**src/hdl/i2cm_pkg.sv**
```systemverilog
`default_nettype none
package i2cm_pkg;

  typedef enum logic [1:0] {
    CMD_START = 2'd0,
    CMD_WRITE = 2'd1,
    CMD_READ  = 2'd2,
    CMD_STOP  = 2'd3
  } cmd_t;

  localparam logic [1:0] CFG_HIGH_WAIT = 2'd0;
  localparam logic [1:0] CFG_LOW_WAIT  = 2'd1;

  localparam logic [15:0] HIGH_WAIT_RST = 16'd47;
  localparam logic [15:0] LOW_WAIT_RST  = 16'd40;

  localparam logic [3:0] LAST_BIT = 4'd9;

  typedef struct packed {
    logic       is_cmd;
    cmd_t       cmd;
    logic [7:0] tx_byte;
    logic       ack_to_send;
    logic       scl_level;
    logic       sda_level;
  } item_t;

  typedef struct packed {
    logic       scl_pull_low;
    logic       sda_pull_low;
    logic       busy_res;
    logic       done_res;
    logic [7:0] rx_byte;
    logic       ack_seen;
    logic       rejected;
  } res_t;

endpackage
`default_nettype wire

```
**src/hdl/i2cm_front.sv**
```systemverilog
`default_nettype none
module i2cm_front
  import i2cm_pkg::*;
(
  input  wire logic       clk,
  input  wire logic       rst_n,
  input  wire logic       in_valid,
  output logic            in_ready,
  input  wire logic       in_kind,
  input  wire logic [1:0] in_command,
  input  wire logic [7:0] in_tx_byte,
  input  wire logic       in_ack_to_send,
  input  wire logic       in_scl_level,
  input  wire logic       in_sda_level,
  output logic            q_valid,
  input  wire logic       q_ready,
  output item_t           q_item
);

  item_t       mem_r [2];
  logic        wr_ptr_r, rd_ptr_r;
  logic [1:0]  cnt_r;
  logic        push, pop;
  item_t       item_in;

  assign in_ready = (cnt_r != 2'd2);
  assign q_valid  = (cnt_r != 2'd0);
  assign q_item   = mem_r[rd_ptr_r];
  assign push     = in_valid && in_ready;
  assign pop      = q_valid && q_ready;

  always_comb begin
    item_in.is_cmd      = in_kind;
    item_in.cmd         = cmd_t'(in_command);
    item_in.tx_byte     = in_tx_byte;
    item_in.ack_to_send = in_ack_to_send;
    item_in.scl_level   = in_scl_level;
    item_in.sda_level   = in_sda_level;
  end

  always_ff @(posedge clk) begin
    if (!rst_n) begin
      wr_ptr_r <= 1'b0;
      rd_ptr_r <= 1'b0;
      cnt_r    <= 2'd0;
    end else begin
      if (push) begin
        wr_ptr_r <= ~wr_ptr_r;
      end
      if (pop) begin
        rd_ptr_r <= ~rd_ptr_r;
      end
      if (push && !pop) begin
        cnt_r <= cnt_r + 2'd1;
      end else if (pop && !push) begin
        cnt_r <= cnt_r - 2'd1;
      end
    end
  end

  always_ff @(posedge clk) begin
    if (push) begin
      mem_r[wr_ptr_r] <= item_in;
    end
  end

endmodule
`default_nettype wire

```
**src/hdl/i2cm_back.sv**
```systemverilog
`default_nettype none
module i2cm_back
  import i2cm_pkg::*;
#(
  parameter int WAIT_COUNTER_WIDTH = 16
) (
  input  wire logic        clk,
  input  wire logic        rst_n,
  input  wire logic        q_valid,
  output logic             q_ready,
  input  wire item_t       q_item,
  input  wire logic        cfg_valid,
  input  wire logic [1:0]  cfg_index,
  input  wire logic [15:0] cfg_data,
  output logic             out_valid,
  input  wire logic        out_ready,
  output res_t             out_res
);

  localparam int WW = WAIT_COUNTER_WIDTH;
  localparam logic [32:0] WAIT_TOP = (33'd1 << WW) - 33'd1;

  typedef enum logic [3:0] {
    PH_IDLE, PH_ST_RISE, PH_ST_SETUP, PH_ST_HOLD, PH_ST_FALL,
    PH_BIT_LOW, PH_BIT_RISE, PH_BIT_HIGH, PH_BIT_FALL,
    PH_SP_FALL, PH_SP_LOW, PH_SP_RISE, PH_SP_SETUP, PH_SP_HOLD,
    PH_BYTE_PREP
  } phase_t;

  function automatic logic [WW-1:0] wait_load(input logic [15:0] ticks);
    logic [32:0] n;
    n = {17'd0, (ticks == 16'd0) ? 16'd1 : ticks};
    return (n > WAIT_TOP) ? WAIT_TOP[WW-1:0] : n[WW-1:0];
  endfunction

  function automatic logic bit_pull(input logic [3:0] idx, input logic [7:0] sw,
                                    input logic ack);
    logic v;
    v = (idx < 4'd8) ? sw[3'(3'd7 - idx[2:0])] : ack;
    return ~v;
  endfunction

  logic [15:0]   high_wait_r, low_wait_r;
  phase_t        phase_r, phase_nxt;
  logic [3:0]    bit_idx_r, bit_idx_nxt;
  logic [7:0]    shift_r, shift_nxt;
  logic [WW-1:0] wait_r, wait_nxt;
  logic          scl_r, scl_nxt;
  logic          sda_r, sda_nxt;
  logic          ack_r, ack_nxt;
  logic [7:0]    rx_r, rx_nxt;
  logic          is_read_r, is_read_nxt;
  logic          done, rej;
  logic          out_valid_r;
  res_t          res_r, res_nxt;
  logic          pop;
  logic          wait_end;
  logic [WW-1:0] wait_dec, ld_hi, ld_lo;
  logic [3:0]    idx_inc;

  assign q_ready   = !out_valid_r || out_ready;
  assign pop       = q_valid && q_ready;
  assign out_valid = out_valid_r;
  assign out_res   = res_r;

  assign wait_end = (wait_r <= WW'(1));
  assign wait_dec = wait_end ? '0 : wait_r - WW'(1);
  assign ld_hi    = wait_load(high_wait_r);
  assign ld_lo    = wait_load(low_wait_r);
  assign idx_inc  = bit_idx_r + 4'd1;

  always_comb begin
    phase_nxt   = phase_r;
    bit_idx_nxt = bit_idx_r;
    shift_nxt   = shift_r;
    wait_nxt    = wait_r;
    scl_nxt     = scl_r;
    sda_nxt     = sda_r;
    ack_nxt     = ack_r;
    rx_nxt      = rx_r;
    is_read_nxt = is_read_r;
    done        = 1'b0;
    rej         = 1'b0;
    if (q_item.is_cmd) begin
      if (phase_r != PH_IDLE) begin
        rej = 1'b1;
      end else begin
        case (q_item.cmd)
          CMD_START: begin
            scl_nxt   = 1'b0;
            sda_nxt   = 1'b0;
            phase_nxt = PH_ST_RISE;
          end
          CMD_STOP: begin
            scl_nxt   = 1'b1;
            phase_nxt = PH_SP_FALL;
          end
          default: begin
            is_read_nxt = (q_item.cmd == CMD_READ);
            shift_nxt   = is_read_nxt ? 8'hFF : q_item.tx_byte;
            ack_nxt     = is_read_nxt ? q_item.ack_to_send : 1'b1;
            bit_idx_nxt = 4'd0;
            scl_nxt     = 1'b1;
            phase_nxt   = PH_BYTE_PREP;
          end
        endcase
      end
    end else begin
      case (phase_r)
        PH_ST_RISE: begin
          if (q_item.scl_level) begin
            wait_nxt  = ld_lo;
            phase_nxt = PH_ST_SETUP;
          end
        end
        PH_ST_SETUP: begin
          wait_nxt = wait_dec;
          if (wait_end) begin
            sda_nxt   = 1'b1;
            wait_nxt  = ld_hi;
            phase_nxt = PH_ST_HOLD;
          end
        end
        PH_ST_HOLD: begin
          wait_nxt = wait_dec;
          if (wait_end) begin
            scl_nxt   = 1'b1;
            phase_nxt = PH_ST_FALL;
          end
        end
        PH_ST_FALL: begin
          if (!q_item.scl_level) begin
            phase_nxt = PH_IDLE;
            done      = 1'b1;
          end
        end
        PH_BYTE_PREP: begin
          if (!q_item.scl_level) begin
            sda_nxt   = bit_pull(bit_idx_r, shift_r, ack_r);
            wait_nxt  = ld_lo;
            phase_nxt = PH_BIT_LOW;
          end
        end
        PH_BIT_LOW: begin
          wait_nxt = wait_dec;
          if (wait_end) begin
            scl_nxt   = 1'b0;
            phase_nxt = PH_BIT_RISE;
          end
        end
        PH_BIT_RISE: begin
          if (q_item.scl_level) begin
            wait_nxt  = ld_hi;
            phase_nxt = PH_BIT_HIGH;
          end
        end
        PH_BIT_HIGH: begin
          wait_nxt = wait_dec;
          if (wait_end) begin
            if (bit_idx_r < 4'd8) begin
              rx_nxt = {rx_r[6:0], q_item.sda_level};
            end else begin
              ack_nxt = q_item.sda_level;
            end
            scl_nxt   = 1'b1;
            phase_nxt = PH_BIT_FALL;
          end
        end
        PH_BIT_FALL: begin
          if (!q_item.scl_level) begin
            bit_idx_nxt = idx_inc;
            if (idx_inc >= LAST_BIT) begin
              sda_nxt   = 1'b0;
              phase_nxt = PH_IDLE;
              done      = 1'b1;
            end else begin
              sda_nxt   = bit_pull(idx_inc, shift_r, ack_r);
              wait_nxt  = ld_lo;
              phase_nxt = PH_BIT_LOW;
            end
          end
        end
        PH_SP_FALL: begin
          if (!q_item.scl_level) begin
            sda_nxt   = 1'b1;
            wait_nxt  = ld_lo;
            phase_nxt = PH_SP_LOW;
          end
        end
        PH_SP_LOW: begin
          wait_nxt = wait_dec;
          if (wait_end) begin
            scl_nxt   = 1'b0;
            phase_nxt = PH_SP_RISE;
          end
        end
        PH_SP_RISE: begin
          if (q_item.scl_level) begin
            wait_nxt  = ld_lo;
            phase_nxt = PH_SP_SETUP;
          end
        end
        PH_SP_SETUP: begin
          wait_nxt = wait_dec;
          if (wait_end) begin
            sda_nxt   = 1'b0;
            wait_nxt  = ld_hi;
            phase_nxt = PH_SP_HOLD;
          end
        end
        PH_SP_HOLD: begin
          wait_nxt = wait_dec;
          if (wait_end) begin
            phase_nxt = PH_IDLE;
            done      = 1'b1;
          end
        end
        default: begin
          phase_nxt = phase_r;
        end
      endcase
    end

    res_nxt.scl_pull_low = scl_nxt;
    res_nxt.sda_pull_low = sda_nxt;
    res_nxt.busy_res     = (phase_nxt != PH_IDLE);
    res_nxt.done_res     = done;
    res_nxt.rx_byte      = rx_nxt;
    res_nxt.ack_seen     = ack_nxt;
    res_nxt.rejected     = rej;
  end

  always_ff @(posedge clk) begin
    if (!rst_n) begin
      high_wait_r <= HIGH_WAIT_RST;
      low_wait_r  <= LOW_WAIT_RST;
      phase_r     <= PH_IDLE;
      bit_idx_r   <= 4'd0;
      shift_r     <= 8'hFF;
      wait_r      <= '0;
      scl_r       <= 1'b0;
      sda_r       <= 1'b0;
      ack_r       <= 1'b0;
      rx_r        <= 8'd0;
      is_read_r   <= 1'b0;
      out_valid_r <= 1'b0;
    end else begin
      if (cfg_valid) begin
        case (cfg_index)
          CFG_HIGH_WAIT: high_wait_r <= cfg_data;
          CFG_LOW_WAIT:  low_wait_r  <= cfg_data;
          default:       ;
        endcase
      end
      if (pop) begin
        phase_r     <= phase_nxt;
        bit_idx_r   <= bit_idx_nxt;
        shift_r     <= shift_nxt;
        wait_r      <= wait_nxt;
        scl_r       <= scl_nxt;
        sda_r       <= sda_nxt;
        ack_r       <= ack_nxt;
        rx_r        <= rx_nxt;
        is_read_r   <= is_read_nxt;
        res_r       <= res_nxt;
        out_valid_r <= 1'b1;
      end else if (out_ready) begin
        out_valid_r <= 1'b0;
      end
    end
  end

endmodule
`default_nettype wire

```
**src/hdl/i2c_master_byte_engine.sv**
```systemverilog
`default_nettype none
// I2C master bit engine. Each beat on the input channel is either a tick,
// carrying the sampled SCL/SDA levels, or a host command (start, write byte,
// read byte, stop); every input beat yields exactly one result beat with the
// open-drain pulls, busy/done status, received byte, acknowledge and a reject
// flag for commands issued while busy. Items enter a two-entry queue and are
// executed one per clock, while the output does not stall, by the phase
// sequencer, which feeds an output register. An accepted item is written
// into the queue, and its result is registered in the output register.
// Wait registers (index 0 high dwell, index 1 low dwell) must be written by
// the user through the cfg port only while the engine is idle; the engine
// itself does not enforce this. cfg_ready is always high.
module i2c_master_byte_engine
  import i2cm_pkg::*;
#(
  parameter int WAIT_COUNTER_WIDTH = 16
) (
  input  wire logic        clk,
  input  wire logic        rst_n,
  input  wire logic        in_valid,
  output logic             in_ready,
  input  wire logic        in_kind,
  input  wire logic [1:0]  in_command,
  input  wire logic [7:0]  in_tx_byte,
  input  wire logic        in_ack_to_send,
  input  wire logic        in_scl_level,
  input  wire logic        in_sda_level,
  output logic             out_valid,
  input  wire logic        out_ready,
  output logic             out_scl_pull_low,
  output logic             out_sda_pull_low,
  output logic             out_busy_res,
  output logic             out_done_res,
  output logic [7:0]       out_rx_byte,
  output logic             out_ack_seen,
  output logic             out_rejected,
  input  wire logic        cfg_valid,
  output logic             cfg_ready,
  input  wire logic [1:0]  cfg_index,
  input  wire logic [15:0] cfg_data
);

  logic  q_valid, q_ready;
  item_t q_item;
  res_t  res;

  assign cfg_ready = 1'b1;

  i2cm_front u_front (
    .clk,
    .rst_n,
    .in_valid,
    .in_ready,
    .in_kind,
    .in_command,
    .in_tx_byte,
    .in_ack_to_send,
    .in_scl_level,
    .in_sda_level,
    .q_valid,
    .q_ready,
    .q_item
  );

  i2cm_back #(
    .WAIT_COUNTER_WIDTH(WAIT_COUNTER_WIDTH)
  ) u_back (
    .clk,
    .rst_n,
    .q_valid,
    .q_ready,
    .q_item,
    .cfg_valid,
    .cfg_index,
    .cfg_data,
    .out_valid,
    .out_ready,
    .out_res (res)
  );

  assign out_scl_pull_low = res.scl_pull_low;
  assign out_sda_pull_low = res.sda_pull_low;
  assign out_busy_res     = res.busy_res;
  assign out_done_res     = res.done_res;
  assign out_rx_byte      = res.rx_byte;
  assign out_ack_seen     = res.ack_seen;
  assign out_rejected     = res.rejected;

endmodule
`default_nettype wire

```
**config.mk**
```make
export PLATFORM = sky130hd
export DESIGN_NAME = i2c_master_byte_engine
export DESIGN_NICKNAME = d
export VERILOG_FILES = /design/src/hdl/i2cm_pkg.sv /design/src/hdl/i2cm_front.sv /design/src/hdl/i2cm_back.sv /design/src/hdl/i2c_master_byte_engine.sv
export SDC_FILE = /design/constraint.sdc
export NUM_CORES = 1
export LEC_CHECK = 0
export ABC_AREA = 1
export ABC_CLOCK_PERIOD_IN_PS = 2300
export BUFFER_PORTS_ARGS = -buffer_cell sky130_fd_sc_hd__buf_2
export CAP_MARGIN = 20
export CORE_UTILIZATION = 54
export CTS_CLUSTER_DIAMETER = 60
export DETAILED_ROUTE_END_ITERATION = 10
export GPL_TIMING_DRIVEN = 0
export PLACE_DENSITY = 0.87
export SYNTH_ARGS = -nofsm -noshare
export SYNTH_HDL_FRONTEND = slang
export SYNTH_SLANG_ARGS = --single-unit
```
**constraint.sdc**
```tcl
create_clock -name clk -period 2.3 [get_ports clk]
set_input_delay 0.46 -clock clk [delete_from_list [all_inputs] [get_ports clk]]
set_output_delay 0.46 -clock clk [all_outputs]
set_load 0.05 [all_outputs]
```
# Word level (Yosys, flattened, before mapping)
# Memories as Yosys holds them, arrays and structs flattened. A register that Yosys moved wholly into a read port is not among the register bits.
# Cells that the tools add are included.
# op_classes
add_sub_neg	6
magnitude_cmp	6
n_eq_ne	26
n_mux	82
n_bitwise	7
n_reduce_logical	32
# ops
cell	n
$mux W16	9
$pmux W16 S6	1
$mux W4	21
$pmux W4 S14	1
$mux W8	5
$mux W1	36
$logic_not A16 Y1	2
$eq A4 B4 Y1 const B	7
$eq A4 B3 Y1 const B	4
$le A16 B1 Y1 const B	1
$sub A16 B1 Y16 const B	1
$ne A2 B2 Y1 const B	7
$reduce_or A2 Y1	6
$eq A4 B2 Y1 const B	2
$lt A3 B4 Y1 const B	2
$lt A4 B4 Y1 const B	2
$pmux W4 S2	1
$reduce_and A8 Y1	1
$reduce_bool A2 Y1	4
$reduce_bool A4 Y1	2
$not A1 Y1	7
$bmux W1 S3	2
$reduce_and A2 Y1	3
$reduce_bool A6 Y1	1
other kinds (21)	31
# word_totals
register_bits	94
mem_bits_rw	28
input_bits	37
output_inout_bits	17
word_cells	181
memories	1
# mem_list
memory	words	word_bits	read_ports	rd_clocked_by_memory_dff	write_ports	line	source
u_front.mem_r	2	14	1	1	1	i2cm_front.sv:20	item_t mem_r [2];

# Depth between registers and ports, before layout
# Gate-level depths: netlist of the first run.
# logic_depth
word_depth	10
mapped_depth	16
ltp_nobuf	15

# Cells and area by module
# Synthesis of the first run repeated with hierarchy kept, for this count alone.
# unflattened
cells_unflattened	800
area_unflattened_um2	6202.2
# modules_own_cells
mod	n_inst	cells_per_inst	area_per_inst_um2	seq_area_each_um2
i2cm_back	1	718	4938.5	1941.9
i2cm_front	1	80	1252.5	940.9
i2c_master_byte_engine	1	2	11.3	0.0

# Least setup slack after synthesis of the first run
# OpenSTA, ideal clock, no wires.
# synth_timing
path_type	reg2reg
start	register u_back.out_valid_r, in the netlist u_back.out_valid
end	register u_back.res_r, in the netlist u_back.out_res[0], enable pin
setup_time_ps	386
t_arrival_ps	1773
required_ps	1914
setup_slack_ps	141
stages_incl_launch_ff	6
n_path_buf	0
period_less_slack_ps	2159
cell_sequence	dfxtp_1 inv_1 nor2_1 a21oi_1 inv_1 nor2_1
# synth_between
elab_chain_cells	4
# synth_rtl
element	line	source
start, declared	i2cm_back.sv:54	logic out_valid_r;
start signal, assigned	i2cm_back.sv:246	out_valid_r <= 1'b0;
start signal, assigned	i2cm_back.sv:266	out_valid_r <= 1'b1;
start signal, assigned	i2cm_back.sv:268	out_valid_r <= 1'b0;
$logic_not A1 Y1	i2cm_back.sv:61	assign q_ready = !out_valid_r || out_ready;
$logic_or A1 B1 Y1	i2cm_back.sv:61	
$logic_and A1 B1 Y1	i2cm_back.sv:62	assign pop = q_valid && q_ready;
$reduce_and A2 Y1 (no source line)	n/a	
end signal, assigned	i2cm_back.sv:265	res_r <= res_nxt;
end, declared	i2cm_back.sv:55	res_t res_r, res_nxt;
# No other way between the ends.
# A chain may end at the register's enable or synchronous reset.

==> run summary, run 1 <==
The clock transition time at the flip-flop clock pins of the worst setup and hold paths is 0.06 ns, and the area growth from synthesis to layout is 17.61%. In this run the critical register-to-register path is launched from u_back.wait_r[0]. Detailed placement finished with a half-perimeter wire length of 10.93 mm. The minimum clock period after layout was 2.181 ns.

The number of nets at the end of the flow was 929. Yosys attributes the largest share of cell area to dfxtp_1, edfxtp_1, nand2_1. TritonCTS built the clock tree. Of all nets on the critical path, the largest fanout is 10. After the first detailed-routing iteration, the DRC count stood at 511. Counting along the longest clock path gives a buffer depth of 2. The critical-path cell with the highest stage delay is dfxtp_1. Synthesis handed over a netlist of 807 instances. Final hold analysis gives a worst-case slack of 0.2340 ns. Count of cell types in the netlist: 43. The tools report the number of antenna-violating nets in the routed design as 0. Effective utilization at floorplan: 56.30%. Dividing the detail-routed wire length by the instance count gives 15.19 um.

With fillers left out, the area of the finished cells amounts to 0.007303 mm^2. The die covers 0.01193 mm^2. The tree built by TritonCTS fans out to 123 sinks.

Across the routed clock network, the largest skew measured is 0.006792 ns. The instance count along the most critical hold path was 1. The areal power density over the cells is 1530 mW/mm^2. The post-cts hold buffer count is 0, and the fraction of layout cells with a size suffix above 1 is 17.95%.

The share of Yosys cell area claimed by the top area cell type was 26.11%. The first global-routing pass estimated 25.76 mm of wire. In this run the tool buffered the top-level ports with 52 buffer cells.

Counting cells, the worst reg-to-reg path comes to 14. Global routing consumed, over all layers together, 28.15% of the routing resources. Number of flops mapped to enable cells by yosys: 42. The clock root buffer is clkbuf_16. The clock reaches the later pin of the worst-skew pair after 0.41 ns.

The run finished with clean final reports. Leading cell type in the layout, fill and taps excluded: nand2_1. The tools report the wire length reported by the detailed router as 15.75 mm. In this run the critical register-to-register path is captured at u_back.out_res[11]. The tools report the endpoint of the worst hold-timing path as u_front.mem_r[1][5]. Walking the worst path, the cells encountered are inv_2 -> ha_2 -> nand2_1 -> nor2_4 -> inv_2 -> nand2_2 -> nand2_4 -> buf_6 -> a21oi_1 -> nand4_1 -> nand2_1 -> nand2_1 -> nor2_1 -> nand2_1. Max-slew violation total from the final report: 0. The worst ir drop on vdd was 0.0008193 V.

The worst setup path is captured at a flop. Static timing analysis puts the maximum clock frequency at 458.5 MHz. The worst hold path belongs to the class in -> reg. Largest incremental delay on the critical path: 0.33 ns. The post-synthesis average cell area works out to 7.695 um^2. Worst setup slack before clock tree synthesis: -0.3556 ns.

During synthesis, Yosys emitted a total of 0 warnings. The total area inside the core boundary comes to 0.01103 mm^2. The first TritonRoute pass finished after 5 iterations. 54 I/O pins were placed.

For the worst setup path, the data arrival time is 2.35 ns. Setup slack on the critical path of the routed design comes to 0.1190 ns. The family with the most delay on the worst path was simple AND/OR/NAND/NOR gates.

The fraction of the yosys area taken by sequential cells was 46.42%. The tool flagged a number of max-cap violations equal to 0. The tools report the number of clock buffers inserted by TritonCTS as 17. For this run, asynchronously set or reset flops after synthesis account for 0%. For flop-to-flop paths, the worst setup slack is 0.12 ns. The DRC violations left was 0. STA classifies the critical path startpoint as a flop. Most used cell along the critical path: nand2_1.

In this run the vertical extent of the chip is 109.2 um. For the overall via count from detail_route, the log shows 5845. Entering global routing, the biggest net connects 17 pins. Headroom to the max-slew limit came out at 62.71%. The repair_antennas step left the layout with diodes totalling 0.

Setup violations remaining at the end of the flow were counted as 0. The worst setup path is of the reg -> reg kind. In the layout the commonest cells are nand2_1, nor2_1, o21ai_0.

Beginning of the worst hold path: in_tx_byte[2]. For the worst setup path, the data required time is 2.47 ns. In this run the cell area measured after placement is 0.006668 mm^2.

For the pin with the worst max-slew slack, the measured transition is 0.5594 ns. The flip-flop and latch count after synthesis is 123, and the number of rows created at floorplan is 38. The leakage power total is 0.003294 uW.

The cell accounting for the most synthesized area is dfxtp_1. The die is 109.2 um wide. The cell area that synthesis handed to floorplanning was 0.006210 mm^2.

For this run, the leading register cell type out of synthesis is dfxtp_1. The tools report the via count of the first global-routing pass as 5502. Combined buffer and inverter count along the critical path: 3.

After detailed routing, the number of vias per cell comes to 5.636. The total overflow left after global routing is 0. At the end of routability-driven placement, the weighted congestion stood at 0.9496. The depth of the CTS H-tree was 4.

Of the available clock period, the critical path in the final layout requires 94.83%. The post-synth net total was 852; the number of hold violations in the final report was 0. Number of antenna violations at the first check in global routing: 0.
[Yosys cell counts, types with 9 or more instances]
cell type / instances
nand4_1: 13
a21oi_1: 50
nand2_1: 153
o21ai_0: 94
inv_1: 86
edfxtp_1: 42
nand3_1: 40
clkbuf_1: 15
dfxtp_1: 81
or2_2: 9
o211ai_1: 10
nor2_1: 106
[cell type report]
class	count	area (um^2)
Sequential cell	123	2883
Clock inverter	9	85.08
Tap cell	140	175.2
Buffer	29	165.2
Clock buffer	23	467.9
Fill cell	911	3727
Multi-Input combinational cell	558	2850
Timing Repair Buffer	58	309.0
Inverter	97	367.9
[worst max path at each step]
stage                           from                  to  slack [ns]  cells past startpoint
finish              u_back.wait_r[0]  u_back.out_res[11]        0.12                     14
global route                    flop  u_back.out_res[11]     -0.0001                     13
CTS                             flop  u_back.out_res[11]        0.03                     13
detailed placement              flop   u_back.shift_r[5]       -0.36                     11
global placement           out_ready   u_back.out_res[8]       -0.52                      5
floorplan           u_back.out_valid   u_back.out_res[0]        0.14                      5
[per-stage QoR]
stage	utilization, %	setup TNS [ns]	power, uW	std cells
floorplan	-	0	7125	807
global placement	60.24	-10.83	8238	999
detailed placement	60.45	-4.729	8355	1002
CTS	65.77	0	10960	1035
global route	66.21	-0.0001261	11920	1037
finish	66.21	0	11170	1037
[where the power goes]
part / total, uW / internal [uW] / switching (uW)
combinational: 5530 / 1770 / 3760
sequential: 3120 / 2800 / 313
clock: 2520 / 1550 / 975
total: 11200 / 6120 / 5050
[flip-flops by register name (all words and copies together), names as in the netlist, 2 cells and up, named ones only]
name                cells
u_back.bit_idx_r        4
u_back.high_wait_r     16
u_back.low_wait_r      16
u_back.out_res         14
u_back.phase_r          4
u_back.rx_r             8
u_back.shift_r          8
u_back.wait_r          16
u_front.cnt_r           2
u_front.mem_r          28
[metal layers]
metal	wire length (um)	up-vias	global-route usage, %
met4	332	0	11.71
met5	0	-	0
met1	6641	2666	36.26
met3	1352	35	5.439
met2	7423	302	46.23
li1	-	2842	-
[cells by family (layout without fill, tap and decap cells)]
family | Yosys count | count (layout) | share of synthesized area [%]
and+or+nand+nor | 355 | 355 | 25.13
DFF | 123 | 123 | 46.42
buffers and inverters | 126 | 216 | 8.261
muxes | 10 | 10 | 1.773
other | 1 | 1 | 0.06039
AOI/OAI and AO/OA | 174 | 174 | 15.33
adders and majority gates | 8 | 8 | 1.612
xor gates and xnor gates | 10 | 10 | 1.410
[what timing repair did]
| action | CTS | global route |
|---|---|---|
| setup endpoints to repair | 26 | 49 |
| resized for setup | 8 | 13 |
| buffers inserted | 1 | 1 |
| pin swaps | 1 | 2 |
| endpoints found under the hold margin | 0 | 0 |
| cloned | 0 | 1 |
(Power assumes the default switching activity.)
==> run 2, diff against run 1 <==
--- a/config.mk
+++ b/config.mk
@@ -14,6 +14,7 @@
 export DETAILED_ROUTE_END_ITERATION = 10
 export GPL_TIMING_DRIVEN = 0
 export PLACE_DENSITY = 0.87
+export SETUP_SLACK_MARGIN = 0.5
 export SYNTH_ARGS = -nofsm -noshare
 export SYNTH_HDL_FRONTEND = slang
 export SYNTH_SLANG_ARGS = --single-unit
==> run 2 against run 1 <==
Compared with the run above: highest routed layer unchanged; die area stayed put; non-clock buffer count is 54 higher; global-route usage is 2.7 points higher; design area is 16% higher; via count is 15% higher; critical path depth is 2 lower; clock power is 11% higher; critical path type unchanged.
==> run summary, run 2 (synthesis gave the netlist of run 1 again) <==
After filler insertion, the fill cell instance count of the layout stands at 694. u_front.mem_r holds more flip-flops than any other register. Port buffering added 52 buffers. The finished layout holds 1090 standard cells, fillers aside. Data on the critical path is required at its endpoint by 2.48 ns. The worst pin sits at a relative slew slack of 47.65%.

TritonCTS built the clock tree. At the pin with the least slew margin, the transition time is 0.7844 ns. The instance count along the most critical hold path is 1. The tools report the largest net degree at the start of global routing as 17.

The run gives 0.0008748 V as the worst ir drop on vdd. The longest clock path from root to sink contains 2 buffers. Measured on the finished design, the core utilization comes to 76.58%.

The tree is rooted in a clkbuf_16. Effective utilization at floorplan: 56.30%. Across all register-to-register paths, the minimum setup slack is 0.13 ns. The routed layout has 6724 vias.

The total area inside the core boundary comes to 0.01103 mm^2. Setup repair after global routing could not meet its margin everywhere. STA classifies the critical path endpoint as a flop. Clock tree synthesis inserted a total of 17 buffers. For the global placer's final weighted congestion, the log shows 0.9666. Worst setup path category: reg -> reg. The logs give 4 for the depth of the CTS H-tree and 123 for the number of sinks on the clock net. The vertical die dimension was 109.2 um. The number of maximum-capacitance violations was 0; the clock transition time at the flip-flop clock pins of the worst setup and hold paths was 0.06 ns.

The routed design could run at a clock period as short as 2.171 ns. The run gives 6047 as the via count of the first global-routing pass. Type of the worst min-delay path: in -> reg. The tools report the reg-to-reg endpoint as u_back.out_res[11]. The run gives 20.24 mm as the wire length reported by the detailed router. For the DRC violations left, the log shows 0. The first global-routing pass estimated 28.12 mm of wire. The post-cts hold buffer count was 0. The floorplan has 38 rows. Detailed placement finished with a half-perimeter wire length of 10.95 mm. The average detailed-routed wire length per instance is 18.57 um.

The design draws 14870 uW. In the final timing run, aggregate negative setup slack is 0 ns. Counting cells, the worst reg-to-reg path comes to 12. Cells with a size suffix above 1 make up 33.26% of the layout. The number of antenna-violating nets in the routed design was 0. The flow ran to the end, and the final reports show no timing, DRC or antenna violations. For this run, the detailed router's first-pass iteration total came to 6. The overall overflow remaining after global route is 0.

In the final design database the tool counted 983 nets. Compared with the post-synthesis result, the final layout area differs by 36.03%. In the global route stage, overall resource usage came out at 30.87%.

The part of the cycle the worst path needs is 94.40%. The leakage power total was 0.003716 uW; the areal power density over the cells was 1761 mW/mm^2. The tools report the number of DRC violations after detailed-routing iteration 0 as 848.

The max-slew violation total from the final report is 0. The register with the most flip-flops in the layout has 28 of them. The tools report the largest clock skew in the final design as 0.01278 ns. Static timing analysis puts the maximum clock frequency at 460.6 MHz.

The worst register-to-register path begins at u_back.bit_idx_r[2]. The startpoint identified for the worst hold timing path is in_tx_byte[2]. Leaving out fill and tap cells, the most frequent cell in the layout is nand2_1. Clock latency on the worst-skew pair, taken at its later pin, is 0.43 ns. The number of hold violations in the final report came out at 0.

The worst setup path is launched from a flop. In this run, placement finished with an instance count of 1000. Measured along the x axis, the die boundary spans 109.2 um. In the layout the commonest cells are nand2_1, nor2_1, o21ai_0. Along the worst path, the maximum fanout reaches 7. The endpoint of the worst hold-timing path was u_front.mem_r[1][5].

The run gives 0 as the antenna diode count. The number of antenna violations at the first check in global routing came out at 0. 54 I/O pins were placed. For the final setup violation count, the log shows 0.

The total die area was 0.01193 mm^2. Mean number of vias per cell: 6.169. Data arrives at the worst endpoint at 2.35 ns.
==> run 2: cell types whose count changed in the layout (fill, tap and decap cells not counted), moves of 11 or more <==
cell,previous run,this run
o21ai_1,3,17
dfxtp_1,81,67
buf_6,3,18
nor2_1,104,81
buf_4,9,50
dfxtp_2,0,11
nor2_4,1,20
o21ai_0,92,74
inv_1,85,68
nand2_1,153,134
==> run 2: metal layers <==
metal / vias to the layer above / GRT usage [%] / share of wire [%]
met2: 551 / 51.08 / 47
li1: 2957 / - / -
met5: - / 0 / 0
met1: 3038 / 35.96 / 36
met4: 0 / 17.52 / 6.8
met3: 178 / 8.428 / 11
==> run 2: worst max-delay path by stage <==
stage | startpoint | end | slack [ns] | cells after the start
after floorplan | flop | u_back.out_res[11] | 0.43 | 12
after CTS | flop | u_back.out_res[11] | 0.40 | 12
final | u_back.bit_idx_r[2] | u_back.out_res[11] | 0.13 | 12
after detailed placement | out_ready | u_back.out_res[9] | 0.02 | 5
after global routing | flop | u_back.out_res[1] | 0.08 | 9
after global placement | out_ready | u_back.out_res[8] | 0.07 | 5
==> run 2: per-stage QoR <==
stage	worst slack (ns)	hold slack [ns]	instance area (um^2)
global placement	0.06775	0.4440	6716
finish	0.1287	0.2230	8447
detailed placement	0.02122	0.4609	6724
floorplan	0.4332	0.4182	6281
CTS	0.3950	0.2131	7906
global route	0.08080	0.2154	8447
==> run 2: timing repair <==
item                                    CTS  global route
pin swaps                                27            47
endpoints found under the setup margin   67            56
gates resized for setup                  78           129
cloned                                    1             1
hold endpoints to repair                  0             0
setup buffers                            39            18
==> run 2: worst max-delay path: stages (launching register included) <==
cell and delay [ns]:
dfxtp_1 0.32, clkbuf_4 0.19, nand3_1 0.09, nand2_1 0.13, nand3_2 0.15, nand2_1 0.17, o21ai_0 0.19, o21ai_1 0.15
nand4_1 0.11, nand2_1 0.10, nand2_1 0.11, nor2_2 0.15, nand2_1 0.06
==> run 2: layout make-up <==
cell class                 instances  area, um^2  area share (%)
buffer                            29       214.0           2.533
clock buffer                      28       581.8           6.888
inverter                          97       394.1           4.666
timing repair buffer             112       768.2           9.095
multi-input combinational        558        3362           39.80
tap                              140       175.2           2.074
clock inverter                     3       43.79          0.5184
sequential                       123        2908           34.42
==> run 2: where the power goes <==
part / total, uW / leakage, uW / switching (uW) / internal (uW)
logic: 8840 / 0.00234 / 5390 / 3450
clock network: 2800 / 0.000307 / 972 / 1830
registers: 3230 / 0.00106 / 402 / 2830
